## config.mk

```make
export PLATFORM = sky130hd
export DESIGN_NAME = vscm_regs
export DESIGN_NICKNAME = d
export VERILOG_FILES = /design/src/hw/rtl/vscm_pkg.sv /design/src/hw/rtl/vscm_regs.sv
export SDC_FILE = /design/constraint.sdc
export NUM_CORES = 1
export LEC_CHECK = 0
export BUFFER_PORTS_ARGS = -buffer_cell sky130_fd_sc_hd__buf_2
export CAP_MARGIN = 10
export CORE_MARGIN = 4
export CORE_UTILIZATION = 47
export CTS_CLUSTER_DIAMETER = 100
export CTS_CLUSTER_SIZE = 8
export DETAILED_ROUTE_END_ITERATION = 12
export PLACE_DENSITY = 0.8
export SLEW_MARGIN = 20
export SYNTH_ARGS = -nofsm -noshare
export SYNTH_HDL_FRONTEND = slang
export SYNTH_SLANG_ARGS = --single-unit
```

## constraint.sdc

```tcl
create_clock -name clk -period 1.35 [get_ports clk]
set_clock_uncertainty 0.05 [all_clocks]
set_input_delay 0.0675 -clock clk [delete_from_list [all_inputs] [get_ports clk]]
set_output_delay 0.0675 -clock clk [all_outputs]
set_load 0.05 [all_outputs]
```

## src/hw/rtl/vscm_pkg.sv

```systemverilog
package vscm_pkg;

  // Fixed-point format of the per-axis scale factors (unsigned Q8.FRAC_BITS).
  localparam int FRAC_BITS = 16;
  localparam int INT_BITS  = 8;
  localparam int FACT_W    = FRAC_BITS + INT_BITS;

  // Field widths.
  localparam int MODE_W  = 3;
  localparam int SIZE_W  = 13;
  localparam int POINT_W = 12;
  localparam int OUT_W   = 16;
  localparam int CFG_AW  = 5;
  localparam int CFG_DW  = 32;

  // Datapath widths, all derived from the ones above.
  localparam int RAT_W  = 2 * SIZE_W;               // size products
  localparam int OFF_W  = FACT_W + SIZE_W + 1;      // signed doubled offset
  localparam int DSOR_W = FACT_W + SIZE_W + 1;      // 2 * d * f
  localparam int NUM_W  = OFF_W + 1;                // signed numerator
  localparam int MAG_W  = NUM_W - 1;                // numerator magnitude
  localparam int PROD_W = MAG_W + SIZE_W;           // magnitude times source size
  localparam int QBITS  = OUT_W;                    // quotient bits per item
  localparam int DIV_W  = DSOR_W + QBITS;           // divider remainder width
  localparam int LAT    = QBITS + 5;                // pipeline depth in stages

  localparam logic [FACT_W-1:0] ONE_Q    = FACT_W'(1) << FRAC_BITS;
  localparam logic [FACT_W-1:0] FACT_MAX = '1;

  // Register map, index = byte address / 4.
  typedef enum logic [2:0] {
    REG_MODE   = 3'd0,
    REG_SRC_W  = 3'd1,
    REG_SRC_H  = 3'd2,
    REG_DISP_W = 3'd3,
    REG_DISP_H = 3'd4
  } reg_idx_t;

  // Scaling modes; the two unused codes behave as stretch.
  typedef enum logic [MODE_W-1:0] {
    MODE_STRETCH  = 3'd0,
    MODE_PIXEL    = 3'd1,
    MODE_KEEP_ALL = 3'd2,
    MODE_FILL     = 3'd3,
    MODE_HEIGHT   = 3'd4,
    MODE_WIDTH    = 3'd5
  } scale_mode_t;

  // Factor setup sequencer states.
  typedef enum logic [2:0] {
    ST_PREP,
    ST_SEL_X,
    ST_DIV_X,
    ST_SEL_Y,
    ST_DIV_Y,
    ST_MUL_X,
    ST_MUL_Y,
    ST_IDLE
  } setup_state_t;

  // Raw register contents.
  typedef struct packed {
    logic [MODE_W-1:0] mode;
    logic [SIZE_W-1:0] src_w;
    logic [SIZE_W-1:0] src_h;
    logic [SIZE_W-1:0] disp_w;
    logic [SIZE_W-1:0] disp_h;
  } cfg_regs_t;

  // Per-axis constants used by the mapping pipeline.
  typedef struct packed {
    logic signed [OFF_W-1:0] off2;   // (1 - f) * d in Q.FRAC_BITS
    logic [DSOR_W-1:0]       dsor;   // 2 * d * f in Q.FRAC_BITS
    logic [SIZE_W-1:0]       size;   // source size along the axis
  } axis_cfg_t;

  // One mapped result.
  typedef struct packed {
    logic signed [OUT_W-1:0] mapped_x;
    logic signed [OUT_W-1:0] mapped_y;
    logic                    saturated;
  } result_t;

endpackage

```

## src/hw/rtl/vscm_regs.sv

```systemverilog
module vscm_regs
  import vscm_pkg::*;
(
  input  logic              clk,
  input  logic              rst,
  input  logic              psel,
  input  logic              penable,
  input  logic              pwrite,
  input  logic [CFG_AW-1:0] paddr,
  input  logic [CFG_DW-1:0] pwdata,
  output logic [CFG_DW-1:0] prdata,
  output cfg_regs_t         regs,
  output logic              cfg_write
);

  reg_idx_t idx;

  assign idx       = reg_idx_t'(paddr[CFG_AW-1:2]);
  assign cfg_write = psel && penable && pwrite;

  // Register writes in the access phase.
  always_ff @(posedge clk) begin
    if (rst) begin
      regs.mode   <= MODE_KEEP_ALL;
      regs.src_w  <= SIZE_W'(1);
      regs.src_h  <= SIZE_W'(1);
      regs.disp_w <= SIZE_W'(1);
      regs.disp_h <= SIZE_W'(1);
    end else if (cfg_write) begin
      unique case (idx)
        REG_MODE:   regs.mode   <= pwdata[MODE_W-1:0];
        REG_SRC_W:  regs.src_w  <= pwdata[SIZE_W-1:0];
        REG_SRC_H:  regs.src_h  <= pwdata[SIZE_W-1:0];
        REG_DISP_W: regs.disp_w <= pwdata[SIZE_W-1:0];
        REG_DISP_H: regs.disp_h <= pwdata[SIZE_W-1:0];
        default: ;
      endcase
    end
  end

  // Read mux.
  always_comb begin
    unique case (idx)
      REG_MODE:   prdata = CFG_DW'(regs.mode);
      REG_SRC_W:  prdata = CFG_DW'(regs.src_w);
      REG_SRC_H:  prdata = CFG_DW'(regs.src_h);
      REG_DISP_W: prdata = CFG_DW'(regs.disp_w);
      REG_DISP_H: prdata = CFG_DW'(regs.disp_h);
      default:    prdata = '0;
    endcase
  end

endmodule

```

==> results.json <==
{
  "ys_warn_count": 0,
  "cp-start-kind": "flip-flop",
  "clk_latency_ns": 0.31,
  "clkSinkCount": 55,
  "mostFrequentLayoutCells": "buf_2, nand2b_1, mux2i_1",
  "path_buf_inv": 1,
  "p_int_mw": 2.28,
  "cp.depth": 3,
  "cts_buffers": 5,
  "cp.arrival_ns": 1.42,
  "row_count": 28,
  "powerDensity_nw_per_um2": 777,
  "syn-cell-area_sq_um": 2880,
  "start_util": 0.487,
  "p_comb_frac": 0.171,
  "nFillCells": 457,
  "cts_tree": "done",
  "slowest_delay_ns": 0.36,
  "ctsRootBufferMaster": "clkbuf_8",
  "cellLeakagePower_nw": 2.08,
  "diodes": 0,
  "top_regs": "regs (55)",
  "dieArea_sq_um": 7450,
  "overflow": 0,
  "drt_iter0_drc": 103,
  "finalHoldViolCount": 0,
  "first_pass_iters": 4,
  "portBuffers": 89,
  "synth_cell_types": 30,
  "drt-vias-per-instance": 5.03,
  "end_kind": "output pin",
  "dp_hpwl_um": 5230,
  "pwr-share-clk": 0.312,
  "drt-total-wl_um": 7740,
  "violations": "negative setup slack",
  "cap_violations": 0,
  "io_pins": 130,
  "multiInputGateArea_sq_um": 1780,
  "clockBufferDepth": 2,
  "die_y_um": 86.3,
  "final_layout_size_suffix_gt1_frac": 0.519,
  "worst_path_max_delay_cell": "a221o_2",
  "hold_slack_ns": 0.0405,
  "ff2ff_path_depth": 3,
  "power_frac_seq": 0.517,
  "peakVddDrop_uv": 552,
  "clk_pin_slew_ns": 0.09,
  "reg2reg_slack_ns": 0.35,
  "seqCellArea_sq_um": 1140,
  "top_register": "regs",
  "period_needed_ns": 1.54,
  "vias": 2452,
  "syn2layout_area_growth_pct": 41.8,
  "critPathRequiredTime_ns": 1.23,
  "grt_start_max_net_pins": 70,
  "ys_seq_area_frac": 0.382,
  "wire_per_inst_um": 15.9,
  "crit_type": "reg2out",
  "grtUsageTotal": 0.209,
  "grt_pass1_vias": 2468,
  "antenna_found_initial": 0,
  "synth-seq-cells": 55,
  "drv_slew": 0,
  "layout_commonest_cell": "buf_2",
  "hold_path.class": "in2reg",
  "largest_register_ffs": 55,
  "status": "finished, violations left",
  "p_switching_mw": 0.894,
  "critical_path.cell_chain": "mux2_4 -> a221o_2 -> buf_8",
  "finish.utilization": 0.690,
  "core_sq_um": 5920,
  "drc": 0,
  "grt_setup_unrepaired": "true",
  "timing.fmax_mhz": 649,
  "gp_congestion": 0.794,
  "ant_nets": 0,
  "cp_top_family": "compound AO/OA/AOI/OAI gates",
  "final_net_count": 453,
  "avgSynthCellArea_sq_um": 10.0,
  "setup_slack_ns": -0.191,
  "hold_depth": 3,
  "finalCritPeriodShare": 1.14,
  "die_x_um": 86.3,
  "cts_max_level": 2,
  "crit_fanout": 2,
  "synth_cells": 287,
  "setup_viol": 12,
  "netSwitchingFraction": 0.281,
  "grt_first_pass_wirelength_um": 12300
}
==> synth_stat cells (all sizes together) <==
master	count	area share
buf	33	0.088
o21a	2	0.0052
dfxtp	55	0.38
nand3	1	0.0035
and2	1	0.0022
nand3b	3	0.012
nand2	10	0.013
and3	1	0.0022
mux2i	59	0.20
mux2	11	0.043
nor3b	1	0.0043
and4b	1	0.0039
nand4b	1	0.0082
nand2b	64	0.14
nor2b	1	0.0048
a211o	1	0.0030
a22oi	10	0.026
nor2	7	0.012
conb	1	0.0013
and2b	1	0.0026
clkbuf	7	0.0091
a221o	1	0.0035
o21ai	14	0.024
a21boi	1	0.0026
==> final timing paths <==
kind | from | end
max | regs[53] | prdata[1]
min | pwdata[10] | regs[49]
max reg2reg | regs[53] | regs[53]
min reg2reg | regs[54] | regs[54]
==> area by class of cell <==
type,instances,share of cell area
Multi-Input combinational cell,210,0.435
Sequential cell,55,0.278
Timing Repair Buffer,139,0.239
Clock buffer,8,0.0245
Tap cell,75,0.0230
==> cells by family (layout without fill, tap and decap cells) <==
| kind of cell | after synthesis | count (layout) | share of synthesized area |
|---|---|---|---|
| DFF | 55 | 55 | 0.382 |
| AOI/OAI and AO/OA | 29 | 29 | 0.0647 |
| other | 1 | 19 | 0.00130 |
| and+or+nand+nor | 92 | 92 | 0.207 |
| muxes | 70 | 70 | 0.248 |
| buffers and inverters | 40 | 147 | 0.0968 |
==> per-layer routing <==
layer / vias to the layer above / track usage / wire, um
li1: 1183 / - / -
met1: 1183 / 0.255 / 3230
met2: 79 / 0.370 / 3900
met3: 7 / 0.0485 / 536
met4: 0 / 0.0538 / 77
met5: - / 0 / 0
==> power by group through the flow <==
stage | Clock, mW | Combinational, mW | Sequential (mW)
after floorplan | 0 | 0.369 | 1.72
after global placement | 0 | 0.491 | 1.68
after detailed placement | 0 | 0.494 | 1.68
after CTS | 1.01 | 0.537 | 1.64
after global routing | 1.06 | 0.570 | 1.64
final | 0.992 | 0.542 | 1.64
==> through the flow <==
| stage | setup WS [ns] | cells | setup TNS (ns) | total power, mW | cell area, sq um |
|---|---|---|---|---|---|
| final | -0.191 | 487 | -0.981 | 3.18 | 4090 |
| after global routing | -0.224 | 487 | -1.46 | 3.27 | 4090 |
| after CTS | -0.205 | 483 | -1.37 | 3.19 | 4040 |
| after detailed placement | -0.118 | 451 | -0.913 | 2.17 | 3580 |
| after global placement | -0.0733 | 451 | -0.648 | 2.17 | 3580 |
| after floorplan | -0.0452 | 305 | -0.0452 | 2.09 | 3090 |
==> repair_timing <==
action,CTS,global route
setup buffers,22,4
endpoints found under the setup margin,13,13
pin swaps,11,13
hold endpoints to repair,2,0
hold buffers,2,0
gates resized for setup,51,8
==> tightest hold or removal path: stages <==
cell      delay [ns]
buf_2           0.08
nand2b_1        0.10
mux2i_1         0.12
(Power assumes the default switching activity.)
