==> config.mk <==
export PLATFORM = sky130hd
export DESIGN_NAME = vscm_axis
export DESIGN_NICKNAME = d
export VERILOG_FILES = /design/src/hw/rtl/vscm_pkg.sv /design/src/hw/rtl/vscm_axis.sv
export SDC_FILE = /design/constraint.sdc
export NUM_CORES = 2
export LEC_CHECK = 0
export BUFFER_PORTS_ARGS = -buffer_cell sky130_fd_sc_hd__buf_2
export CAP_MARGIN = 10
export CORE_UTILIZATION = 55
export CTS_CLUSTER_DIAMETER = 30
export DETAILED_ROUTE_END_ITERATION = 6
export PLACE_DENSITY = 0.71
export SYNTH_ARGS = -nofsm -noshare
export SYNTH_HDL_FRONTEND = slang
export SYNTH_SLANG_ARGS = --single-unit
==> constraint.sdc <==
create_clock -name clk -period 12.05 [get_ports clk]
set_input_delay 0 -clock clk [delete_from_list [all_inputs] [get_ports clk]]
set_output_delay 0 -clock clk [all_outputs]
set_load 0.05 [all_outputs]
==> src/hw/rtl/vscm_pkg.sv <==
package vscm_pkg;

  // Fixed-point format of the per-axis scale factors (unsigned Q8.FRAC_BITS).
  localparam int FRAC_BITS = 16;
  localparam int INT_BITS  = 8;
  localparam int FACT_W    = FRAC_BITS + INT_BITS;

  // Field widths.
  localparam int MODE_W  = 3;
  localparam int SIZE_W  = 13;
  localparam int POINT_W = 12;
  localparam int OUT_W   = 16;
  localparam int CFG_AW  = 5;
  localparam int CFG_DW  = 32;

  // Datapath widths, all derived from the ones above.
  localparam int RAT_W  = 2 * SIZE_W;               // size products
  localparam int OFF_W  = FACT_W + SIZE_W + 1;      // signed doubled offset
  localparam int DSOR_W = FACT_W + SIZE_W + 1;      // 2 * d * f
  localparam int NUM_W  = OFF_W + 1;                // signed numerator
  localparam int MAG_W  = NUM_W - 1;                // numerator magnitude
  localparam int PROD_W = MAG_W + SIZE_W;           // magnitude times source size
  localparam int QBITS  = OUT_W;                    // quotient bits per item
  localparam int DIV_W  = DSOR_W + QBITS;           // divider remainder width
  localparam int LAT    = QBITS + 5;                // pipeline depth in stages

  localparam logic [FACT_W-1:0] ONE_Q    = FACT_W'(1) << FRAC_BITS;
  localparam logic [FACT_W-1:0] FACT_MAX = '1;

  // Register map, index = byte address / 4.
  typedef enum logic [2:0] {
    REG_MODE   = 3'd0,
    REG_SRC_W  = 3'd1,
    REG_SRC_H  = 3'd2,
    REG_DISP_W = 3'd3,
    REG_DISP_H = 3'd4
  } reg_idx_t;

  // Scaling modes; the two unused codes behave as stretch.
  typedef enum logic [MODE_W-1:0] {
    MODE_STRETCH  = 3'd0,
    MODE_PIXEL    = 3'd1,
    MODE_KEEP_ALL = 3'd2,
    MODE_FILL     = 3'd3,
    MODE_HEIGHT   = 3'd4,
    MODE_WIDTH    = 3'd5
  } scale_mode_t;

  // Factor setup sequencer states.
  typedef enum logic [2:0] {
    ST_PREP,
    ST_SEL_X,
    ST_DIV_X,
    ST_SEL_Y,
    ST_DIV_Y,
    ST_MUL_X,
    ST_MUL_Y,
    ST_IDLE
  } setup_state_t;

  // Raw register contents.
  typedef struct packed {
    logic [MODE_W-1:0] mode;
    logic [SIZE_W-1:0] src_w;
    logic [SIZE_W-1:0] src_h;
    logic [SIZE_W-1:0] disp_w;
    logic [SIZE_W-1:0] disp_h;
  } cfg_regs_t;

  // Per-axis constants used by the mapping pipeline.
  typedef struct packed {
    logic signed [OFF_W-1:0] off2;   // (1 - f) * d in Q.FRAC_BITS
    logic [DSOR_W-1:0]       dsor;   // 2 * d * f in Q.FRAC_BITS
    logic [SIZE_W-1:0]       size;   // source size along the axis
  } axis_cfg_t;

  // One mapped result.
  typedef struct packed {
    logic signed [OUT_W-1:0] mapped_x;
    logic signed [OUT_W-1:0] mapped_y;
    logic                    saturated;
  } result_t;

endpackage

==> src/hw/rtl/vscm_axis.sv <==
module vscm_axis
  import vscm_pkg::*;
(
  input  logic                    clk,
  input  logic                    ce,
  input  logic [POINT_W-1:0]      point,
  input  axis_cfg_t               cfg,
  output logic signed [OUT_W-1:0] mapped,
  output logic                    sat
);

  localparam int LO_W = MAG_W / 2;
  localparam int HI_W = MAG_W - LO_W;
  localparam logic [QBITS-1:0] HALF = QBITS'(1) << (QBITS - 1);
  localparam logic signed [OUT_W-1:0] OUT_MAX = {1'b0, {(OUT_W-1){1'b1}}};
  localparam logic signed [OUT_W-1:0] OUT_MIN = {1'b1, {(OUT_W-1){1'b0}}};

  logic signed [NUM_W-1:0] pos_term, num;

  logic                     s1_neg;
  logic [MAG_W-1:0]         s1_mag;
  logic                     s2_neg;
  logic [LO_W+SIZE_W-1:0]   s2_lo;
  logic [HI_W+SIZE_W-1:0]   s2_hi;
  logic                     s3_neg;
  logic [PROD_W-1:0]        s3_prod;

  logic [DIV_W-1:0] rem [0:QBITS];
  logic [QBITS-1:0] quo [0:QBITS];
  logic             neg [0:QBITS];
  logic             ovf [0:QBITS];

  logic [QBITS-1:0] q;

  // Stage 1: subtract the doubled centering offset, split sign and magnitude.
  assign pos_term = NUM_W'({point, {(FRAC_BITS+1){1'b0}}});
  assign num      = pos_term - NUM_W'(cfg.off2);

  always_ff @(posedge clk) begin
    if (ce) begin
      s1_neg <= num[NUM_W-1];
      s1_mag <= num[NUM_W-1] ? MAG_W'(-num) : MAG_W'(num);
    end
  end

  // Stage 2: magnitude times source size as two partial products.
  always_ff @(posedge clk) begin
    if (ce) begin
      s2_neg <= s1_neg;
      s2_lo  <= s1_mag[LO_W-1:0] * cfg.size;
      s2_hi  <= s1_mag[MAG_W-1:LO_W] * cfg.size;
    end
  end

  // Stage 3: combine the partial products.
  always_ff @(posedge clk) begin
    if (ce) begin
      s3_neg  <= s2_neg;
      s3_prod <= (PROD_W'(s2_hi) << LO_W) + PROD_W'(s2_lo);
    end
  end

  // Stage 4: quotients too large for the output word are flagged up front.
  always_ff @(posedge clk) begin
    if (ce) begin
      rem[0] <= DIV_W'(s3_prod);
      quo[0] <= '0;
      neg[0] <= s3_neg;
      ovf[0] <= DIV_W'(s3_prod) >= (DIV_W'(cfg.dsor) << QBITS);
    end
  end

  // Restoring division, one quotient bit per stage, most significant first.
  for (genvar i = 0; i < QBITS; i++) begin : g_div
    logic [DIV_W-1:0] shd;
    logic             bit_ge;

    assign shd    = DIV_W'(cfg.dsor) << (QBITS - 1 - i);
    assign bit_ge = rem[i] >= shd;

    always_ff @(posedge clk) begin
      if (ce) begin
        rem[i+1] <= bit_ge ? rem[i] - shd : rem[i];
        quo[i+1] <= {quo[i][QBITS-2:0], bit_ge};
        neg[i+1] <= neg[i];
        ovf[i+1] <= ovf[i];
      end
    end
  end

  // Last stage: restore the sign and saturate to the output range.
  assign q = quo[QBITS];

  always_ff @(posedge clk) begin
    if (ce) begin
      if (neg[QBITS]) begin
        if (ovf[QBITS] || q > HALF) begin
          mapped <= OUT_MIN;
          sat    <= 1'b1;
        end else begin
          mapped <= $signed(OUT_W'(0) - q);
          sat    <= 1'b0;
        end
      end else begin
        if (ovf[QBITS] || q[QBITS-1]) begin
          mapped <= OUT_MAX;
          sat    <= 1'b1;
        end else begin
          mapped <= $signed(q);
          sat    <= 1'b0;
        end
      end
    end
  end

endmodule

==> results_dict.tcl <==
set metrics [dict create \
    cap_violations 0 \
    grt_first_pass_wirelength_mm 418 \
    clk_latency_ns 0.94 \
    power_density_nw_per_um2 313 \
    grt_setup_unrepaired "no" \
    p_sw_share_pct 41.0 \
    start_kind "flop" \
    critPathTopFamily "adder cells" \
    netlist_instances 9668 \
    worstPathBufferInverterCount 4 \
    placementRows 152 \
    worstHoldPathType "input port to flop" \
    pre_cts_ws_ns 5.56 \
    cts_resized 0 \
    fp.dieArea_um2 175000 \
    gp_congestion 0.996 \
    dr.first_iter.drc_count 6011 \
    synth_seq_cells 1204 \
    p_leak_nw 45.8 \
    period_needed_ns 6.62 \
    relSlewSlack_pct 23.5 \
    violations "DRC" \
    clockRootBuffer "clkbuf_16" \
    io-pin-count 120 \
    cp_max_fo 13 \
    cp_data_required_time_ns 12.66 \
    period_share_pct 54.9 \
    die_x_um 419 \
    critPathArrivalTime_ns 7.23 \
    comb_power_share_pct 53.0 \
    nets 11200 \
    highest_layer "met5" \
    met3WireLength_mm 19.1 \
    final_common_cell "edfxtp_1" \
    cp-end-kind "flop" \
    wl_met1_mm 107 \
    ys_seq_area_share_pct 37.9 \
    yosysWarnings 0 \
    avgSynthCellArea_um2 9.87 \
    fill_cells 13800 \
    tritoncts "built" \
    worstMarginPinSlew_ns 1.14 \
    dp_hpwl_mm 202 \
    design_area_um2 109000 \
    power_frac_seq_pct 23.6 \
    grt_max_degree 184 \
    fin_skew_ns 0.0815 \
    routed_wl_mm 271 \
    post_cts_buffers 0 \
    fin_cells 12500 \
    yosys_most_used_dff "edfxtp_1" \
    viasPerCell 6.07 \
    clkSinkCount 1204 \
    synth_cell_types 99 \
    h-tree-depth 5 \
    area_delta_synth_final_pct 14.6 \
    slew_violations 0 \
    dr.pass1.iters 7 \
    syn-cell-area_um2 95400 \
    clk_path_buf_depth 4 \
    finalSetupViolCount 0 \
    dpl_cell_area_um2 98300 \
    switching_power_mw 14.0 \
    avgRoutedWirePerCell_um 21.8 \
    p_clk_share_pct 23.4 \
    die_height_um 419 \
    tns_ns 0 \
    drive_gt1_share_pct 8.38 \
    syn-num-nets 11000 \
    grt_pass1_vias 75400 \
    cts_buffers 311 \
    overflow 0 \
    final_cell_mix "1204 x edfxtp_1, 985 x nand2_1, 822 x ha_1" \
    synth_async_sr_flop_share_pct 0 \
    start_util_pct 55.5 \
    utilization_pct 63.6 \
    coreArea_um2 172000 \
    p_int_mw 20.2 \
    layout_setup_ws_ns 5.43 \
    synth_edf_count 1204 \
    hold_viol_final 0 \
    worst-setup-path-type "flop to flop" \
    path_clk_slew_ns 0.04 \
    post-place-cells 11800 \
    grt_antenna_before_repair 10 \
    portBuffers 119 \
    met2WireLength_mm 129 \
    cp_slowest_cell "edfxtp_1" \
    slowest_delay_ns 0.56 \
    peakVddDrop_mv 0.443 \
    max_freq_ghz 0.151 \
    outcome "finished with violations" \
    ant_nets 0 \
    track_usage_pct 30.7 \
    drc 6 \
    crit_chain "and2_1 -> fa_1 -> inv_1 -> fa_1 -> inv_1 -> ha_1 -> ha_1 -> inv_1 -> fa_1 -> inv_1 -> fa_1 -> a21o_1 -> a21oi_1 -> nor2b_1 -> o41ai_1 -> o31ai_1 -> and3_1 -> a21oi_1 -> o311ai_0 -> a21oi_1 -> o21bai_1 -> a21oi_1 -> xnor2_1" \
    vias 75600 \
]
[final timing paths]
kind	startpoint	endpoint	slack, ns	cells after the start
max reg2reg	s1_mag[2]	s2_lo[28]	5.43	23
min	cfg[29]	rem[0][827]	0.06	6
min reg2reg	neg[0][6]	neg[0][7]	0.38	0
max	s1_mag[2]	s2_lo[28]	5.43	23
[per-layer routing]
metal	vias up	track usage, %
met1	36600	36.7
met4	4	17.6
met3	794	6.16
met2	2864	51.5
met5	-	0
li1	35400	-
[tightest hold or removal path: cells and delay by family]
| kind | cells | cell delay [ns] |
|---|---|---|
| buf+inv | 3 | 0.37 |
| fa+ha+maj | 1 | 0.27 |
| compound gates | 1 | 0.13 |
| xor+xnor | 1 | 0.09 |
[metrics by stage]
step	power (mW)	hold WS, ns
4_1_cts	34.2	0.0150
3_5_place_dp	26.0	0.301
5_1_grt	36.6	0.0923
6_report	34.2	0.0580
2_1_floorplan	21.2	0.0989
3_3_place_gp	25.6	0.301
[state kept, by name (all words and copies together), names as in the netlist]
signal and cells:
s2_neg 1, rem 861, s3_neg 1, s2_lo 32
sat 1, neg 17, s2_hi 32, s3_prod 51
s1_mag 38, ovf 17, s1_neg 1, mapped 16
quo 136
[timing repair]
item,4_1_cts,5_1_grt
hold endpoints to repair,183,0
endpoints found under the setup margin,0,0
hold buffers,95,0
[cell families (layout without fill, tap and decap cells)]
group	after synthesis	after routing	synth area share (%)
XOR/XNOR	756	756	6.94
adder cells (fa/ha/maj)	1212	1212	19.0
multiplexers	118	118	1.37
other	0	3	0
flip-flops	1204	1204	37.9
AO/OA/AOI/OAI	2498	2498	16.3
AND/OR/NAND/NOR	2762	2762	14.1
buffers and inverters	1118	1600	4.46
[power groups by stage]
stage,combinational (mW),sequential (mW),clock (mW)
floorplan,13.6,7.58,0
CTS,18.1,8.03,8.10
finish,18.1,8.07,8.01
global route,20.2,8.16,8.32
detailed placement,17.9,8.08,0
global placement,17.5,8.05,0
[synthesized netlist by cell type (17+ instances only)]
cell	count	share of area (%)
a21boi_0	30	0.24
o41ai_1	19	0.17
ha_1	822	11
o21a_1	79	0.62
clkbuf_1	328	1.3
a221oi_1	17	0.16
nor2b_1	93	0.61
o31ai_1	52	0.41
o211ai_1	31	0.24
or3_1	47	0.31
or4_1	27	0.21
nor3_1	130	0.68
edfxtp_1	1204	38
inv_1	763	3.0
nand2b_1	85	0.56
mux2_2	100	1.2
and2_1	262	1.7
nand2_1	985	3.9
a211o_1	24	0.22
xnor2_1	427	3.9
and4_1	26	0.24
a21o_1	400	3.1
o31a_1	20	0.18
fa_1	390	8.2
xor2_1	329	3.0
nand3_1	156	0.82
a21oi_1	793	4.2
and3_1	79	0.52
or2_2	19	0.12
nor4_1	89	0.58
nor2_1	537	2.1
a31oi_1	56	0.37
o21ai_0	628	3.3
a221o_1	32	0.34
a211oi_1	51	0.40
nand4_1	141	0.92
o21bai_1	93	0.73
mux2i_1	18	0.19
[layout make-up]
type                    instances  area (um2)  share of cell area (%)
multi-input cells            7346       55100                    50.4
diodes                          3        7.51                 0.00687
inverters                     765        2870                    2.63
repair buffers                289        2170                    1.99
clock inverters               189        2020                    1.84
well taps                    2310        2890                    2.64
flip-flops and latches       1204       36200                    33.1
clock buffers                 357        8100                    7.41
Note: power is estimated with default switching activity, not from simulation.
