## config.mk

```make
export PLATFORM = sky130hd
export DESIGN_NAME = vscm_setup
export DESIGN_NICKNAME = d
export VERILOG_FILES = /design/src/hw/rtl/vscm_pkg.sv /design/src/hw/rtl/vscm_setup.sv
export SDC_FILE = /design/constraint.sdc
export NUM_CORES = 2
export LEC_CHECK = 0
export BUFFER_PORTS_ARGS = -buffer_cell sky130_fd_sc_hd__buf_4
export CAP_MARGIN = 20
export CORE_MARGIN = 1
export CORE_UTILIZATION = 60
export DETAILED_ROUTE_END_ITERATION = 8
export PLACE_DENSITY_LB_ADDON = 0.2
export SLEW_MARGIN = 40
export SYNTH_ARGS = -nofsm -noshare
export SYNTH_HDL_FRONTEND = slang
export SYNTH_SLANG_ARGS = --single-unit
```

## constraint.sdc

```tcl
create_clock -name clk -period 26 [get_ports clk]
set_input_delay 0 -clock clk [delete_from_list [all_inputs] [get_ports clk]]
set_output_delay 0 -clock clk [all_outputs]
set_load 0.02 [all_outputs]
```

## src/hw/rtl/vscm_pkg.sv

```systemverilog
package vscm_pkg;

  // Fixed-point format of the per-axis scale factors (unsigned Q8.FRAC_BITS).
  localparam int FRAC_BITS = 16;
  localparam int INT_BITS  = 8;
  localparam int FACT_W    = FRAC_BITS + INT_BITS;

  // Field widths.
  localparam int MODE_W  = 3;
  localparam int SIZE_W  = 13;
  localparam int POINT_W = 12;
  localparam int OUT_W   = 16;
  localparam int CFG_AW  = 5;
  localparam int CFG_DW  = 32;

  // Datapath widths, all derived from the ones above.
  localparam int RAT_W  = 2 * SIZE_W;               // size products
  localparam int OFF_W  = FACT_W + SIZE_W + 1;      // signed doubled offset
  localparam int DSOR_W = FACT_W + SIZE_W + 1;      // 2 * d * f
  localparam int NUM_W  = OFF_W + 1;                // signed numerator
  localparam int MAG_W  = NUM_W - 1;                // numerator magnitude
  localparam int PROD_W = MAG_W + SIZE_W;           // magnitude times source size
  localparam int QBITS  = OUT_W;                    // quotient bits per item
  localparam int DIV_W  = DSOR_W + QBITS;           // divider remainder width
  localparam int LAT    = QBITS + 5;                // pipeline depth in stages

  localparam logic [FACT_W-1:0] ONE_Q    = FACT_W'(1) << FRAC_BITS;
  localparam logic [FACT_W-1:0] FACT_MAX = '1;

  // Register map, index = byte address / 4.
  typedef enum logic [2:0] {
    REG_MODE   = 3'd0,
    REG_SRC_W  = 3'd1,
    REG_SRC_H  = 3'd2,
    REG_DISP_W = 3'd3,
    REG_DISP_H = 3'd4
  } reg_idx_t;

  // Scaling modes; the two unused codes behave as stretch.
  typedef enum logic [MODE_W-1:0] {
    MODE_STRETCH  = 3'd0,
    MODE_PIXEL    = 3'd1,
    MODE_KEEP_ALL = 3'd2,
    MODE_FILL     = 3'd3,
    MODE_HEIGHT   = 3'd4,
    MODE_WIDTH    = 3'd5
  } scale_mode_t;

  // Factor setup sequencer states.
  typedef enum logic [2:0] {
    ST_PREP,
    ST_SEL_X,
    ST_DIV_X,
    ST_SEL_Y,
    ST_DIV_Y,
    ST_MUL_X,
    ST_MUL_Y,
    ST_IDLE
  } setup_state_t;

  // Raw register contents.
  typedef struct packed {
    logic [MODE_W-1:0] mode;
    logic [SIZE_W-1:0] src_w;
    logic [SIZE_W-1:0] src_h;
    logic [SIZE_W-1:0] disp_w;
    logic [SIZE_W-1:0] disp_h;
  } cfg_regs_t;

  // Per-axis constants used by the mapping pipeline.
  typedef struct packed {
    logic signed [OFF_W-1:0] off2;   // (1 - f) * d in Q.FRAC_BITS
    logic [DSOR_W-1:0]       dsor;   // 2 * d * f in Q.FRAC_BITS
    logic [SIZE_W-1:0]       size;   // source size along the axis
  } axis_cfg_t;

  // One mapped result.
  typedef struct packed {
    logic signed [OUT_W-1:0] mapped_x;
    logic signed [OUT_W-1:0] mapped_y;
    logic                    saturated;
  } result_t;

endpackage

```

## src/hw/rtl/vscm_setup.sv

```systemverilog
module vscm_setup
  import vscm_pkg::*;
(
  input  logic      clk,
  input  logic      rst,
  input  cfg_regs_t regs,
  input  logic      cfg_write,
  output logic      busy,
  output axis_cfg_t cfg_x,
  output axis_cfg_t cfg_y
);

  localparam int SDIV_W = RAT_W + FACT_W;
  localparam int OVF_W  = RAT_W + INT_BITS;
  localparam int CNT_W  = $clog2(FACT_W);

  setup_state_t state, state_next;

  logic [MODE_W-1:0] mode_r;
  logic [SIZE_W-1:0] sw, sh, dw, dh;
  logic [RAT_W-1:0]  pa, pb;
  logic              narrow;

  logic              need_x, need_y;
  logic [RAT_W-1:0]  num_x, den_x, num_y, den_y;
  logic [RAT_W-1:0]  ld_num, ld_den;
  logic              ld_ovf;

  logic [SDIV_W-1:0] rem, dsh, rem_step;
  logic [FACT_W-1:0] quo, quo_step;
  logic [CNT_W-1:0]  cnt;
  logic              ovf;
  logic              ge;

  logic [FACT_W-1:0] fx, fy;
  logic [FACT_W-1:0] mul_f;
  logic [SIZE_W-1:0] mul_d;
  logic signed [FACT_W:0] one_minus;
  logic signed [OFF_W:0]  off_full;
  logic [SIZE_W+FACT_W-1:0] df;

  // A size of zero counts as one.
  function automatic logic [SIZE_W-1:0] size_of(input logic [SIZE_W-1:0] v);
    return (v == '0) ? SIZE_W'(1) : v;
  endfunction

  // Clamp a quotient to the factor range.
  function automatic logic [FACT_W-1:0] finish(input logic [FACT_W-1:0] qv, input logic ov);
    if (ov) begin
      return FACT_MAX;
    end else if (qv == '0) begin
      return FACT_W'(1);
    end
    return qv;
  endfunction

  // The display is narrower than the source when dw*sh < sw*dh.
  assign narrow = pb < pa;

  // Ratio selection for each axis by scaling mode.
  always_comb begin
    need_x = 1'b0;
    num_x  = pa;
    den_x  = pb;
    need_y = 1'b0;
    num_y  = pb;
    den_y  = pa;
    unique case (mode_r)
      MODE_PIXEL: begin
        need_x = 1'b1;
        num_x  = RAT_W'(sw);
        den_x  = RAT_W'(dw);
        need_y = 1'b1;
        num_y  = RAT_W'(sh);
        den_y  = RAT_W'(dh);
      end
      MODE_KEEP_ALL: begin
        need_x = !narrow;
        need_y = narrow;
      end
      MODE_FILL: begin
        need_x = narrow;
        need_y = !narrow;
      end
      MODE_HEIGHT: need_x = 1'b1;
      MODE_WIDTH:  need_y = 1'b1;
      default: ;
    endcase
  end

  // Shared divider: load operands and one quotient bit per cycle.
  assign ld_num   = (state == ST_SEL_Y) ? num_y : num_x;
  assign ld_den   = (state == ST_SEL_Y) ? den_y : den_x;
  assign ld_ovf   = OVF_W'(ld_num) >= (OVF_W'(ld_den) << INT_BITS);
  assign ge       = rem >= dsh;
  assign rem_step = ge ? rem - dsh : rem;
  assign quo_step = {quo[FACT_W-2:0], ge};

  // Offset and divisor products, one axis per cycle.
  assign mul_f     = (state == ST_MUL_Y) ? fy : fx;
  assign mul_d     = (state == ST_MUL_Y) ? dh : dw;
  assign one_minus = $signed({1'b0, ONE_Q}) - $signed({1'b0, mul_f});
  assign off_full  = one_minus * $signed({1'b0, mul_d});
  assign df        = mul_d * mul_f;

  // State register.
  always_ff @(posedge clk) begin
    if (rst) begin
      state <= ST_PREP;
    end else begin
      state <= state_next;
    end
  end

  // Next state; any register write restarts the computation.
  always_comb begin
    state_next = state;
    busy       = (state != ST_IDLE);
    unique case (state)
      ST_PREP:  state_next = ST_SEL_X;
      ST_SEL_X: state_next = need_x ? ST_DIV_X : ST_SEL_Y;
      ST_DIV_X: begin
        if (cnt == '0) begin
          state_next = ST_SEL_Y;
        end
      end
      ST_SEL_Y: state_next = need_y ? ST_DIV_Y : ST_MUL_X;
      ST_DIV_Y: begin
        if (cnt == '0) begin
          state_next = ST_MUL_X;
        end
      end
      ST_MUL_X: state_next = ST_MUL_Y;
      ST_MUL_Y: state_next = ST_IDLE;
      ST_IDLE:  state_next = ST_IDLE;
      default:  state_next = ST_IDLE;
    endcase
    if (cfg_write) begin
      state_next = ST_PREP;
    end
  end

  // Datapath registers driven by the sequencer.
  always_ff @(posedge clk) begin
    case (state)
      ST_PREP: begin
        mode_r <= regs.mode;
        sw     <= size_of(regs.src_w);
        sh     <= size_of(regs.src_h);
        dw     <= size_of(regs.disp_w);
        dh     <= size_of(regs.disp_h);
        pa     <= RAT_W'(size_of(regs.src_w)) * RAT_W'(size_of(regs.disp_h));
        pb     <= RAT_W'(size_of(regs.src_h)) * RAT_W'(size_of(regs.disp_w));
      end
      ST_SEL_X, ST_SEL_Y: begin
        rem <= SDIV_W'(ld_num) << FRAC_BITS;
        dsh <= SDIV_W'(ld_den) << (FACT_W - 1);
        quo <= '0;
        cnt <= CNT_W'(FACT_W - 1);
        ovf <= ld_ovf;
        if (state == ST_SEL_X && !need_x) begin
          fx <= ONE_Q;
        end
        if (state == ST_SEL_Y && !need_y) begin
          fy <= ONE_Q;
        end
      end
      ST_DIV_X, ST_DIV_Y: begin
        rem <= rem_step;
        dsh <= dsh >> 1;
        quo <= quo_step;
        cnt <= cnt - CNT_W'(1);
        if (cnt == '0) begin
          if (state == ST_DIV_X) begin
            fx <= finish(quo_step, ovf);
          end else begin
            fy <= finish(quo_step, ovf);
          end
        end
      end
      ST_MUL_X: begin
        cfg_x.off2 <= $signed(off_full[OFF_W-1:0]);
        cfg_x.dsor <= {df, 1'b0};
        cfg_x.size <= sw;
      end
      ST_MUL_Y: begin
        cfg_y.off2 <= $signed(off_full[OFF_W-1:0]);
        cfg_y.dsor <= {df, 1'b0};
        cfg_y.size <= sh;
      end
      default: ;
    endcase
  end

endmodule

```

==> qor.yml <==
outcome:
  status: "finished, final reports clean"
clock_network:
  cts_tree: "yes"
  clk_pin_slew_ns: 0.06
  clk_latency_ns: 0.64
  cts_buffer_depth: 3
  cts_resized: 0
  htreeDepth: 2
  clock-sinks: 460
  cts_root_buf: "clkbuf_16"
  numCtsBuffers: 53
critical_path:
  critPathLaunchType: "flip-flop"
  path_max_fanout: 68
  crit_family: "adder cells"
  critPathMaxStageDelay_ns: 0.72
  worst_ep_arrival_time_ns: 11.09
  crit_top_cell: "fa_1"
  critPathCaptureType: "flip-flop"
  criticalPathCategory: "reg -> reg"
  worst_ep_required_time_ns: 26.36
  critPathSlowestCell: "buf_4"
  critPathBufInv: 6
routing:
  vias: 38800
  finalWirelength_um: 132000
  drc: 0
  wire_per_inst_um: 19.4
  first_pass_iters: 6
  drtIter0Drc: 2964
  postRouteAntennaNets: 0
  drt-vias-per-instance: 5.69
grt:
  grt_usage_pct: 30.3
  grt_pass1_wl_um: 212000
  first_global_vias: 40000
  overflow: 0
  antenna_found_initial: 0
  grt_max_degree: 78
placement:
  dp_hpwl_um: 101000
  finalWeightedCongestion: 0.923
  io_buffers: 234
logic_synthesis:
  synth_cell_types: 77
  synth.area.top_cells: "fa_1, edfxtp_1, ha_1"
  avgSynthCellArea_sq_um: 9.66
  netlist_instances: 5475
  synth_edf_count: 457
  synth.cell_area_sq_mm: 0.0529
  ys_ff_latch: 460
  yosysTopAreaCell: "fa_1"
  ys.flop_type: "edfxtp_1"
  async_flop_share_pct: 0
  netlist.area_leader.share_pct: 29.6
  yosys_warnings: 0
  synth_seq_area_share_pct: 26.1
cells_and_area:
  num_antenna_cells: 0
  syn_to_final_growth_pct: 9.91
  layout-drive-gt1-share_pct: 7.93
  mostFrequentLayoutCell: "inv_1"
  num-nets-final: 6869
  layout_common_cells: "inv_1, nand2_1, fa_1"
die:
  start_util_pct: 60.7
  dieWidth_um: 299
  die_y_um: 299
  rows: 108
  io_pins: 237
  floorplan.core_area_sq_mm: 0.0870
  dieArea_sq_mm: 0.0893
timing:
  relSlewSlack_pct: 40.0
  max_freq_mhz: 93.2
  clock_skew_ns: 0.0202
  rsz0062_at_grt: "false"
  worst_slew_pin_slew_ns: 0.893
  setup_violations: 0
  slew_violations: 0
  finalCritPeriodShare_pct: 41.3
  finalHoldViolations: 0
  setup_tns_ns: 0
  fin_crit_ns: 10.73
flow_run:
  cap_viol_max_count: 0
hold_path:
  hold_class: "in -> reg"
[flip-flops by register name, summed over array words and instances (netlist names)]
register and cells:
quo 23, pa 26, pb 26, dsh 49, sh 13, rem 50
dw 13, fy 24, sw 13, cfg_x 87, fx 24, mode_r 3
dh 13, cnt 5, ovf 1, cfg_y 87, state 3
[repair_timing]
item,in CTS,in global routing
hold buffers,58,0
endpoints found under the hold margin,62,0
setup buffers,0,0
[worst paths after layout]
path / slack [ns] / end / cells after the start / start
max: 15.27 / cfg_y[88] / 31 / state[0]
min: 0.10 / mode_r[1] / 2 / regs[53]
max reg2reg: 15.27 / cfg_y[88] / 31 / state[0]
min reg2reg: 0.45 / cfg_y[9] / 0 / sh[9]
[synthesized netlist by cell type, types with 59 or more instances]
master,instances
a21o_1,74
a21oi_1,183
and2_1,152
clkbuf_1,223
edfxtp_1,457
fa_1,782
ha_1,407
inv_1,916
nand2_1,856
nor2_1,508
nor3_1,59
o21ai_0,96
xnor2_1,149
[layer usage]
layer  vias to the layer above  GRT usage (%)  share of wire, %
li1                      17600              -                 -
met1                     19300           38.4                39
met2                      1507           52.2                49
met3                       333           4.32               7.2
met4                         0           12.8               4.6
met5                         -              0                 0
[kinds of logic (layout without fill, tap and decap cells)]
logic type | after synthesis | after routing | synth area share, %
buf+inv | 1179 | 1368 | 8.46
xor+xnor | 196 | 196 | 3.26
fa+ha+maj | 1189 | 1189 | 39.2
simple gates | 1856 | 1856 | 15.5
flops | 460 | 460 | 26.1
other cells | 1 | 2 | 0.00709
mux | 51 | 51 | 1.02
compound gates | 543 | 543 | 6.46
[final cells by class]
type	instances	area, sq um
Multi-Input combinational cell	3837	34800
Fill cell	6955	28900
Sequential cell	460	13800
Inverter	922	3470
Timing Repair Buffer	348	2760
Tap cell	1155	1450
Clock buffer	58	1390
Clock inverter	40	459
[stage by stage]
step	utilization [%]	worst slack (ns)	hold slack, ns	instances	cell area, sq um
3_3_place_gp	63.9	15.76	0.188	6663	55600
3_5_place_dp	64.0	15.45	0.192	6664	55700
2_1_floorplan	-	16.37	0.0768	5476	52900
4_1_cts	66.7	15.42	0.0698	6820	58100
6_report	66.8	15.27	0.101	6820	58100
5_1_grt	66.8	14.71	0.105	6820	58100
Power is not shown: default switching activity piles up to over one toggle a cycle in this logic, so the estimate is an artifact.
