**src/hw/rtl/vscm_pkg.sv**
```systemverilog
package vscm_pkg;

  // Fixed-point format of the per-axis scale factors (unsigned Q8.FRAC_BITS).
  localparam int FRAC_BITS = 16;
  localparam int INT_BITS  = 8;
  localparam int FACT_W    = FRAC_BITS + INT_BITS;

  // Field widths.
  localparam int MODE_W  = 3;
  localparam int SIZE_W  = 13;
  localparam int POINT_W = 12;
  localparam int OUT_W   = 16;
  localparam int CFG_AW  = 5;
  localparam int CFG_DW  = 32;

  // Datapath widths, all derived from the ones above.
  localparam int RAT_W  = 2 * SIZE_W;               // size products
  localparam int OFF_W  = FACT_W + SIZE_W + 1;      // signed doubled offset
  localparam int DSOR_W = FACT_W + SIZE_W + 1;      // 2 * d * f
  localparam int NUM_W  = OFF_W + 1;                // signed numerator
  localparam int MAG_W  = NUM_W - 1;                // numerator magnitude
  localparam int PROD_W = MAG_W + SIZE_W;           // magnitude times source size
  localparam int QBITS  = OUT_W;                    // quotient bits per item
  localparam int DIV_W  = DSOR_W + QBITS;           // divider remainder width
  localparam int LAT    = QBITS + 5;                // pipeline depth in stages

  localparam logic [FACT_W-1:0] ONE_Q    = FACT_W'(1) << FRAC_BITS;
  localparam logic [FACT_W-1:0] FACT_MAX = '1;

  // Register map, index = byte address / 4.
  typedef enum logic [2:0] {
    REG_MODE   = 3'd0,
    REG_SRC_W  = 3'd1,
    REG_SRC_H  = 3'd2,
    REG_DISP_W = 3'd3,
    REG_DISP_H = 3'd4
  } reg_idx_t;

  // Scaling modes; the two unused codes behave as stretch.
  typedef enum logic [MODE_W-1:0] {
    MODE_STRETCH  = 3'd0,
    MODE_PIXEL    = 3'd1,
    MODE_KEEP_ALL = 3'd2,
    MODE_FILL     = 3'd3,
    MODE_HEIGHT   = 3'd4,
    MODE_WIDTH    = 3'd5
  } scale_mode_t;

  // Factor setup sequencer states.
  typedef enum logic [2:0] {
    ST_PREP,
    ST_SEL_X,
    ST_DIV_X,
    ST_SEL_Y,
    ST_DIV_Y,
    ST_MUL_X,
    ST_MUL_Y,
    ST_IDLE
  } setup_state_t;

  // Raw register contents.
  typedef struct packed {
    logic [MODE_W-1:0] mode;
    logic [SIZE_W-1:0] src_w;
    logic [SIZE_W-1:0] src_h;
    logic [SIZE_W-1:0] disp_w;
    logic [SIZE_W-1:0] disp_h;
  } cfg_regs_t;

  // Per-axis constants used by the mapping pipeline.
  typedef struct packed {
    logic signed [OFF_W-1:0] off2;   // (1 - f) * d in Q.FRAC_BITS
    logic [DSOR_W-1:0]       dsor;   // 2 * d * f in Q.FRAC_BITS
    logic [SIZE_W-1:0]       size;   // source size along the axis
  } axis_cfg_t;

  // One mapped result.
  typedef struct packed {
    logic signed [OUT_W-1:0] mapped_x;
    logic signed [OUT_W-1:0] mapped_y;
    logic                    saturated;
  } result_t;

endpackage

```
**src/hw/rtl/vscm_skid.sv**
```systemverilog
module vscm_skid
  import vscm_pkg::*;
(
  input  logic    clk,
  input  logic    rst,
  input  logic    push,
  input  result_t in_data,
  output logic    full,
  output logic    out_valid,
  input  logic    out_ready,
  output result_t out_data
);

  logic    sk_valid;
  result_t sk_data;
  logic    pop;

  assign pop  = out_valid && out_ready;
  assign full = sk_valid;

  // Valid flags of the output register and the skid register.
  always_ff @(posedge clk) begin
    if (rst) begin
      out_valid <= 1'b0;
      sk_valid  <= 1'b0;
    end else if (sk_valid) begin
      if (pop) begin
        sk_valid <= 1'b0;
      end
    end else if (push) begin
      if (out_valid && !pop) begin
        sk_valid <= 1'b1;
      end else begin
        out_valid <= 1'b1;
      end
    end else if (pop) begin
      out_valid <= 1'b0;
    end
  end

  // Payload moves; no push arrives while the skid register is occupied.
  always_ff @(posedge clk) begin
    if (sk_valid) begin
      if (pop) begin
        out_data <= sk_data;
      end
    end else if (push) begin
      if (out_valid && !pop) begin
        sk_data <= in_data;
      end else begin
        out_data <= in_data;
      end
    end
  end

endmodule

```
**config.mk**
```make
export PLATFORM = sky130hd
export DESIGN_NAME = vscm_skid
export DESIGN_NICKNAME = d
export VERILOG_FILES = /design/src/hw/rtl/vscm_pkg.sv /design/src/hw/rtl/vscm_skid.sv
export SDC_FILE = /design/constraint.sdc
export NUM_CORES = 1
export LEC_CHECK = 0
export ABC_AREA = 1
export BUFFER_PORTS_ARGS = -buffer_cell sky130_fd_sc_hd__buf_4
export CAP_MARGIN = 20
export CORE_ASPECT_RATIO = 1.75
export CORE_MARGIN = 5
export CORE_UTILIZATION = 55
export DETAILED_ROUTE_END_ITERATION = 6
export GPL_TIMING_DRIVEN = 1
export PLACE_DENSITY = 0.84
export SLEW_MARGIN = 40
export SYNTH_ARGS = -nofsm -noshare
export SYNTH_HDL_FRONTEND = slang
export SYNTH_SLANG_ARGS = --single-unit
```
**constraint.sdc**
```tcl
create_clock -name clk -period 8 [get_ports clk]
set_input_delay 0 -clock clk [delete_from_list [all_inputs] [get_ports clk]]
set_output_delay 0 -clock clk [all_outputs]
set_load 0.01 [all_outputs]
```
==> metrics.txt, run 1 <==
# TYPE chip_impl_metric gauge
chip_impl_info{name="status",value="finished clean"} 1
chip_impl_metric{name="number_of_sinks_driven_by_the_clock_tree",unit=""} 68
chip_impl_metric{name="final_layout_size_suffix_gt1_share",unit="%"} 32.0
chip_impl_metric{name="hpwl",unit="µm"} 3370
chip_impl_metric{name="htreeDepth",unit=""} 3
chip_impl_metric{name="power_frac_comb",unit="%"} 12.1
chip_impl_metric{name="placed_instance_area",unit="mm²"} 0.00314
chip_impl_metric{name="area_growth_syn_to_layout",unit="%"} 41.2
chip_impl_info{name="cp_slowest_cell",value="dfxtp_1"} 1
chip_impl_metric{name="synth.lib_cells_used.distinct",unit=""} 13
chip_impl_metric{name="power_per_cell_area",unit="mW/mm²"} 200
chip_impl_info{name="gr-max-usage-layer",value="met2"} 1
chip_impl_metric{name="worst_ep_arrival_time",unit="ns"} 2.39
chip_impl_metric{name="residual_antenna_violating_net_count_after_detailed_routing",unit=""} 0
chip_impl_metric{name="initialDrtViolationCount",unit=""} 59
chip_impl_metric{name="maxSlewViolCount",unit=""} 0
chip_impl_metric{name="io-pin-count",unit=""} 72
chip_impl_metric{name="grt_pass1_vias",unit=""} 1797
chip_impl_metric{name="numPortBuffers",unit=""} 71
chip_impl_metric{name="setup_viol",unit=""} 0
chip_impl_metric{name="die_width",unit="µm"} 61.8
chip_impl_metric{name="fillerInstances",unit=""} 282
chip_impl_metric{name="vias_per_cell",unit=""} 4.89
chip_impl_metric{name="critical_path.n_buffers_inverters",unit=""} 2
chip_impl_info{name="hp-class",value="primary input to flop"} 1
chip_impl_metric{name="place.detailed.instances",unit=""} 311
chip_impl_metric{name="final.setup.tns",unit="ns"} 0
chip_impl_metric{name="final_cell_area",unit="mm²"} 0.00364
chip_impl_metric{name="design_power_total",unit="W"} 0.000730
chip_impl_info{name="start_kind",value="flop"} 1
chip_impl_metric{name="worst_path_required",unit="ns"} 8.03
chip_impl_metric{name="gr-usage-met2",unit="%"} 31.1
chip_impl_metric{name="die_h",unit="µm"} 101
chip_impl_metric{name="post_synth.cell_area_avg",unit="µm²"} 13.4
chip_impl_metric{name="dr.pass1.iters",unit=""} 4
chip_impl_metric{name="synth_top_area_share",unit="%"} 76.9
chip_impl_metric{name="drcViolationCount",unit=""} 0
chip_impl_metric{name="max-cap-violations",unit=""} 0
chip_impl_metric{name="hold_viol",unit=""} 0
chip_impl_metric{name="critPathMaxFanout",unit=""} 22
chip_impl_metric{name="globalRouteOverflowTotal",unit=""} 0
chip_impl_metric{name="worst_pin_slew",unit="ns"} 0.693
chip_impl_info{name="rsz0062_at_grt",value="no"} 1
chip_impl_metric{name="setup_fix_bufs_post_cts",unit=""} 0
chip_impl_metric{name="layout_worst_path_cycle_share",unit="%"} 29.5
chip_impl_metric{name="ctsLongestPathBuffers",unit=""} 2
chip_impl_metric{name="core_area",unit="mm²"} 0.00462
chip_impl_metric{name="syn-num-nets",unit=""} 230
chip_impl_metric{name="gp_congestion",unit=""} 0.684
chip_impl_metric{name="vdd.ir_drop.worst",unit="mV"} 0.182
chip_impl_metric{name="grt_pass1_wl",unit="µm"} 8160
chip_impl_metric{name="drt-wirelength-per-cell",unit="µm"} 14.4
chip_impl_metric{name="power_switching_share",unit="%"} 22.0
chip_impl_info{name="root_buffer",value="clkbuf_8"} 1
chip_impl_metric{name="synth_seq_area_share",unit="%"} 78.4
chip_impl_metric{name="start_util",unit="%"} 55.8
chip_impl_info{name="yosys-top-cells-area",value="edfxtp_1 (77%), nand2_1 (14%), nand2_2 (2.7%), dfxtp_1 (1.6%), buf_6 (1.3%)"} 1
chip_impl_metric{name="p_switching",unit="W"} 0.000160
chip_impl_info{name="cts_tree",value="done"} 1
chip_impl_metric{name="synth_area",unit="mm²"} 0.00258
chip_impl_metric{name="drt_wl_total",unit="µm"} 5220
chip_impl_info{name="criticalPathCategory",value="flop to flop"} 1
chip_impl_info{name="critPathTopFamily",value="flip-flops"} 1
chip_impl_metric{name="static_leakage",unit="nW"} 1.56
chip_impl_metric{name="yosysWarningCount",unit=""} 0
chip_impl_metric{name="grt_use_total",unit="%"} 18.7
chip_impl_metric{name="antenna_found_initial",unit=""} 1
chip_impl_metric{name="numCtsBuffers",unit=""} 9
chip_impl_info{name="worst_setup_path_end_kind",value="flop"} 1
chip_impl_metric{name="cell_internal_pwr",unit="W"} 0.000569
chip_impl_metric{name="finalClockSkew",unit="ns"} 0.00677
chip_impl_metric{name="post_layout_minimum_cycle_time",unit="ns"} 2.36
chip_impl_metric{name="die_area",unit="mm²"} 0.00621
chip_impl_metric{name="final-instance-count-excl-fill",unit=""} 362
chip_impl_info{name="mostFrequentLayoutCell",value="nand2_1"} 1
chip_impl_info{name="final_cell_mix",value="nand2_1 (95), buf_4 (72), edfxtp_1 (66), dlygate4sd3_1 (35), nand2_2 (11)"} 1
chip_impl_metric{name="clk-insertion-delay-late",unit="ns"} 0.33
chip_impl_metric{name="vias",unit=""} 1771
chip_impl_metric{name="sequentialPowerShare",unit="%"} 57.7
chip_impl_metric{name="yosys_register_bits",unit=""} 68
chip_impl_metric{name="pwr-share-clk",unit="%"} 30.2
chip_impl_info{name="timing.critical_path.cells",value="buf_4 > nand2_1 > a21oi_4 > buf_8"} 1
chip_impl_metric{name="global_routing_met3_resource_utilization",unit="%"} 4.74
chip_impl_metric{name="final_nets",unit=""} 342
chip_impl_metric{name="cp_slowest_stage_delay",unit="ns"} 0.77
chip_impl_metric{name="timing.max_slew.rel_slack",unit="%"} 53.7
chip_impl_info{name="yosysTopAreaCell",value="edfxtp_1"} 1
chip_impl_metric{name="grt_max_degree",unit=""} 35
chip_impl_metric{name="rows",unit=""} 33
chip_impl_metric{name="timing.fmax",unit="MHz"} 423
chip_impl_metric{name="clk_transition_reported_paths",unit="ns"} 0.06
chip_impl_metric{name="fraction_of_met1_tracks_used_by_global_routing",unit="%"} 20.5
chip_impl_metric{name="syn-instance-count",unit=""} 193
-- worst register-to-register path: cells and delay by family, from the launching register on --
kind | cells | cell delay (ns)
buf+inv | 2 | 0.62
compound gates | 1 | 0.53
flops | 1 | 0.77
simple gates | 1 | 0.15
-- final cells by class --
cell class                      instances  area [µm²]  area share [%]
Clock inverter                          4        17.5           0.481
Antenna cell                            1        2.50          0.0687
Sequential cell                        68        2020            55.5
Inverter                                7        33.8           0.928
Tap cell                               52        65.1            1.79
Clock buffer                           11         131            3.61
Multi-Input combinational cell        111         463            12.7
Timing Repair Buffer                  108         906            24.9
-- Yosys cell counts (all sizes together) --
master  number
edfxtp      66
nor2         2
inv          7
dfxtp        2
nand3        1
nand2      106
a21oi        2
buf          7
-- cell families (layout without fill, tap and decap cells) --
family,after synthesis,count (layout),share of synthesized area (%)
AND/OR/NAND/NOR,109,109,17.0
flip-flops,68,68,78.4
buffers and inverters,14,130,4.08
AO/OA/AOI/OAI,2,2,0.534
other,0,1,0
-- power groups by stage --
stage	logic [W]	registers, W	clock network (W)
2_1_floorplan	0.0000243	0.000435	0
3_3_place_gp	0.0000713	0.000429	0
3_5_place_dp	0.0000753	0.000429	0
4_1_cts	0.0000893	0.000421	0.000226
5_1_grt	0.0000964	0.000422	0.000247
6_report	0.0000886	0.000421	0.000220
-- sequential cells by signal, summed over array words and instances (netlist names) --
register and count:
sk_data 33, out_valid 1, out_data 33, full 1
-- layer usage --
layer	part of all wire, %	wire length, µm	vias to the layer above
met2	55	2860	66
met3	5.3	279	14
met1	37	1910	828
met5	0	0	-
met4	3.1	164	0
li1	-	-	863
-- repair_timing --
item | 4_1_cts | 5_1_grt
gates resized for setup | 0 | 0
hold buffers | 35 | 0
endpoints found under the hold margin | 68 | 0
-- path summary, 6_finish.rpt --
| path | end | from | slack, ns | depth (start not counted) |
|---|---|---|---|---|
| hold / removal | out_valid$_SDFFE_PP0P_ | push | 0.07 | 5 |
| setup / recovery | out_data[17]$_DFFE_PP_ | full$_SDFF_PP0_ | 5.64 | 4 |
| hold reg to reg | out_data[26]$_DFFE_PP_ | sk_data[26]$_DFFE_PP_ | 0.52 | 2 |
| setup reg to reg | out_data[17]$_DFFE_PP_ | full$_SDFF_PP0_ | 5.64 | 4 |
-- stage by stage --
stage	hold slack, ns	setup slack, ns	util [%]
final	0.0675	5.64	78.7
after detailed placement	0.172	5.62	67.9
after floorplan	0.0624	5.28	-
after global routing	0.0684	5.45	78.7
after global placement	0.171	5.56	67.6
after CTS	0.0328	5.60	78.7
Note: power is estimated with default switching activity, not from simulation.
==> run 2, diff against run 1 <==
--- a/config.mk
+++ b/config.mk
@@ -5,15 +5,15 @@
 export SDC_FILE = /design/constraint.sdc
 export NUM_CORES = 1
 export LEC_CHECK = 0
-export ABC_AREA = 1
+export ABC_AREA = 0
 export BUFFER_PORTS_ARGS = -buffer_cell sky130_fd_sc_hd__buf_4
 export CAP_MARGIN = 20
 export CORE_ASPECT_RATIO = 1.75
 export CORE_MARGIN = 5
-export CORE_UTILIZATION = 55
+export CORE_UTILIZATION = 46
 export DETAILED_ROUTE_END_ITERATION = 6
 export GPL_TIMING_DRIVEN = 1
-export PLACE_DENSITY = 0.84
+export PLACE_DENSITY = 0.76
 export SLEW_MARGIN = 40
 export SYNTH_ARGS = -nofsm -noshare
 export SYNTH_HDL_FRONTEND = slang
==> constraint.sdc (replaced) <==
create_clock -name clk -period 2 [get_ports clk]
set_input_delay 0 -clock clk [delete_from_list [all_inputs] [get_ports clk]]
set_output_delay 0 -clock clk [all_outputs]
set_load 0.01 [all_outputs]
==> metrics.txt, run 2 <==
# TYPE chip_impl_metric gauge
chip_impl_metric{name="max-cap-violations",unit=""} 0
chip_impl_metric{name="critPathMaxFanout",unit=""} 18
chip_impl_metric{name="cp_slowest_stage_delay",unit="ns"} 0.58
chip_impl_metric{name="synth.lib_cells_used.distinct",unit=""} 15
chip_impl_metric{name="layout_worst_path_cycle_share",unit="%"} 76.7
chip_impl_metric{name="grt_max_degree",unit=""} 21
chip_impl_metric{name="timing.max_slew.rel_slack",unit="%"} 82.4
chip_impl_metric{name="r2r.worst_path.cells",unit=""} 4
chip_impl_metric{name="yosysWarningCount",unit=""} 0
chip_impl_metric{name="syn-instance-count",unit=""} 115
chip_impl_info{name="gr-max-usage-layer",value="met2"} 1
chip_impl_info{name="final_cell_mix",value="buf_4 (78), edfxtp_1 (66), dlygate4sd3_1 (36), mux2_2 (17), mux2_4 (16)"} 1
chip_impl_metric{name="worst_pin_slew",unit="ns"} 0.256
chip_impl_info{name="yosys-top-cells-area",value="edfxtp_1 (77%), mux2_4 (9.4%), mux2_2 (7.5%), dfxtp_1 (1.6%), buf_6 (0.88%)"} 1
chip_impl_metric{name="layout_setup_ws",unit="ns"} 0.467
chip_impl_metric{name="vias_per_cell",unit=""} 4.67
chip_impl_metric{name="clk-insertion-delay-late",unit="ns"} 0.32
chip_impl_metric{name="placed_instance_area",unit="mm²"} 0.00322
chip_impl_metric{name="synth_seq_area_share",unit="%"} 78.8
chip_impl_metric{name="die_area",unit="mm²"} 0.00723
chip_impl_metric{name="final_nets",unit=""} 273
chip_impl_info{name="start_kind",value="flop"} 1
chip_impl_metric{name="final_layout_size_suffix_gt1_share",unit="%"} 51.5
chip_impl_metric{name="fraction_of_met1_tracks_used_by_global_routing",unit="%"} 17.0
chip_impl_metric{name="timing.fmax",unit="MHz"} 652
chip_impl_metric{name="drt-wirelength-per-cell",unit="µm"} 16.6
chip_impl_metric{name="power_per_cell_area",unit="mW/mm²"} 802
chip_impl_metric{name="setup.reg_to_reg.worst_slack",unit="ns"} 0.47
chip_impl_metric{name="start_util",unit="%"} 46.7
chip_impl_metric{name="die_width",unit="µm"} 66.4
chip_impl_metric{name="maxSlewViolCount",unit=""} 0
chip_impl_metric{name="grt_use_total",unit="%"} 15.6
chip_impl_metric{name="grt_pass1_vias",unit=""} 1641
chip_impl_metric{name="ctsLongestPathBuffers",unit=""} 2
chip_impl_info{name="crit-reg2reg-launch",value="full$_SDFF_PP0_"} 1
chip_impl_metric{name="final_cell_area",unit="mm²"} 0.00373
chip_impl_metric{name="gr-usage-met2",unit="%"} 27.2
chip_impl_metric{name="clk_transition_reported_paths",unit="ns"} 0.06
chip_impl_metric{name="globalRouteOverflowTotal",unit=""} 0
chip_impl_metric{name="io-pin-count",unit=""} 72
chip_impl_info{name="cts_tree",value="done"} 1
chip_impl_metric{name="finalClockSkew",unit="ns"} 0.00356
chip_impl_metric{name="yosys_register_bits",unit=""} 68
chip_impl_metric{name="antennaDiodeCount",unit=""} 0
chip_impl_info{name="root_buffer",value="clkbuf_8"} 1
chip_impl_info{name="r2r_end",value="full$_SDFF_PP0_"} 1
chip_impl_info{name="status",value="finished clean"} 1
chip_impl_metric{name="number_of_sinks_driven_by_the_clock_tree",unit=""} 68
chip_impl_metric{name="synth_area",unit="mm²"} 0.00256
chip_impl_info{name="cp_slowest_cell",value="dlygate4sd3_1"} 1
chip_impl_info{name="setup.worst_path.start",value="full$_SDFF_PP0_"} 1
chip_impl_info{name="synthMostInstantiatedCell",value="edfxtp_1"} 1
chip_impl_info{name="worst_setup_path_end_kind",value="flop"} 1
chip_impl_metric{name="global_routing_met3_resource_utilization",unit="%"} 4.43
chip_impl_info{name="hp-class",value="primary input to flop"} 1
chip_impl_metric{name="worst_path_required",unit="ns"} 2.26
chip_impl_metric{name="dr.pass1.iters",unit=""} 4
chip_impl_metric{name="place_ws",unit="ns"} 0.532
chip_impl_metric{name="drcViolationCount",unit=""} 0
chip_impl_metric{name="vdd.ir_drop.worst",unit="mV"} 0.538
chip_impl_info{name="worst_hold_endpoint",value="out_valid$_SDFFE_PP0P_"} 1
chip_impl_metric{name="antenna_found_initial",unit=""} 0
chip_impl_metric{name="gp_congestion",unit=""} 0.709
chip_impl_info{name="commonest_cells_in_the_netlist",value="edfxtp_1 (66), mux2_2 (17), mux2_4 (16)"} 1
chip_impl_metric{name="syn-num-nets",unit=""} 152
chip_impl_info{name="yosysTopAreaCell",value="edfxtp_1"} 1
chip_impl_metric{name="hold_depth",unit=""} 3
chip_impl_metric{name="htreeDepth",unit=""} 3
chip_impl_info{name="reg.largest.list",value="out_data: 33 flops, sk_data: 33 flops"} 1
chip_impl_info{name="mostFrequentLayoutCell",value="buf_4"} 1
chip_impl_metric{name="residual_antenna_violating_net_count_after_detailed_routing",unit=""} 0
chip_impl_info{name="rsz0062_at_grt",value="no"} 1
chip_impl_metric{name="ys_async_sr_fraction",unit="%"} 0
chip_impl_metric{name="grt_pass1_wl",unit="µm"} 8200
chip_impl_info{name="hp-start",value="out_ready"} 1
chip_impl_info{name="criticalPathCategory",value="flop to flop"} 1
chip_impl_metric{name="area_growth_syn_to_layout",unit="%"} 45.3
chip_impl_metric{name="synth_enable_flop_cells",unit=""} 66
chip_impl_metric{name="synth_top_area_share",unit="%"} 77.3
chip_impl_metric{name="vias",unit=""} 1479
chip_impl_metric{name="post_synth.cell_area_avg",unit="µm²"} 22.3
chip_impl_info{name="timing.critical_path.cells",value="buf_4 > a21oi_1 > a211oi_1 > dlygate4sd3_1"} 1
chip_impl_metric{name="final.setup.tns",unit="ns"} 0
chip_impl_info{name="synth_ff_type",value="edfxtp_1"} 1
chip_impl_metric{name="setup_viol",unit=""} 0
chip_impl_metric{name="core_area",unit="mm²"} 0.00550
chip_impl_metric{name="hold_viol",unit=""} 0
chip_impl_metric{name="numPortBuffers",unit=""} 71
chip_impl_metric{name="fillerInstances",unit=""} 408
chip_impl_metric{name="initialDrtViolationCount",unit=""} 40
chip_impl_metric{name="static_leakage",unit="nW"} 1.44
chip_impl_metric{name="die_h",unit="µm"} 109
chip_impl_metric{name="post_layout_minimum_cycle_time",unit="ns"} 1.53
chip_impl_metric{name="drt_wl_total",unit="µm"} 5260
chip_impl_metric{name="worst_ep_arrival_time",unit="ns"} 1.79
chip_impl_metric{name="numCtsBuffers",unit=""} 9
chip_impl_metric{name="rows",unit=""} 36
[run 2: cell count changes in the layout (fill, tap and decap cells not counted), moves of 3 or more]
cell | before | now
mux2_4 | 0 | 16
nand2_1 | 95 | 0
buf_4 | 72 | 78
mux2_2 | 0 | 17
inv_1 | 5 | 2
nand2_2 | 11 | 0
[run 2: power by group]
group	switching, W	leakage (nW)	internal, W	total [W]
sequential	0.0000281	0.635	0.00167	0.00170
clock	0.000443	0.0769	0.000436	0.000880
combinational	0.000168	0.733	0.000245	0.000413
total	0.000640	1.44	0.00235	0.00299
[run 2: how the worst max path moves through the flow]
| stage | endpoint |
|---|---|
| 3_5_place_dp | sk_data[31]$_DFFE_PP_ |
| 3_3_place_gp | sk_data[5]$_DFFE_PP_ |
| 2_1_floorplan | out_data[0]$_DFFE_PP_ |
| 6_report | full$_SDFF_PP0_ |
| 4_1_cts | full$_SDFF_PP0_ |
| 5_1_grt | full$_SDFF_PP0_ |
[run 2: layout make-up]
class                      count  area (µm²)  share of cell area [%]
sequential                    68        2020                    54.3
timing repair buffer         114         946                    25.4
multi-input combinational     41         504                    13.5
clock buffer                  12         135                    3.63
tap                           76        95.1                    2.55
clock inverter                 4        16.3                   0.436
inverter                       2        7.51                   0.201
[run 2: kinds of logic (layout without fill, tap and decap cells)]
group           Yosys count  count (layout)  share of synthesized area (%)
flops                    68              68                           78.8
mux                      34              34                           17.2
buf+inv                   6             132                           1.95
compound gates            4               4                           1.02
simple gates              3               3                          0.976
[run 2: critical path: cells and delay by family (launching register included)]
kind	cells	cell delay, ns
AO/OA/AOI/OAI	2	0.26
buffers and inverters	2	0.85
flip-flops	1	0.36
[run 2: routing by layer]
layer | up-vias | share of wire (%)
li1 | 697 | -
met1 | 730 | 38
met2 | 44 | 55
met3 | 8 | 4.8
met4 | 0 | 2.1
met5 | - | 0
[run 2: stage by stage]
| step | instances | total power (W) | hold slack, ns | utilization (%) |
|---|---|---|---|---|
| after floorplan | 115 | 0.00189 | 0.0785 | - |
| after global placement | 265 | 0.00207 | 0.177 | 58.5 |
| after detailed placement | 265 | 0.00209 | 0.181 | 58.5 |
| after CTS | 317 | 0.00302 | 0.0156 | 67.8 |
| after global routing | 317 | 0.00312 | 0.0534 | 67.8 |
| final | 317 | 0.00299 | 0.0330 | 67.8 |
[run 2: what timing repair did]
action	CTS	global route
hold buffers	36	0
endpoints found under the hold margin	68	0
gates resized for setup	0	0
setup buffers	0	0
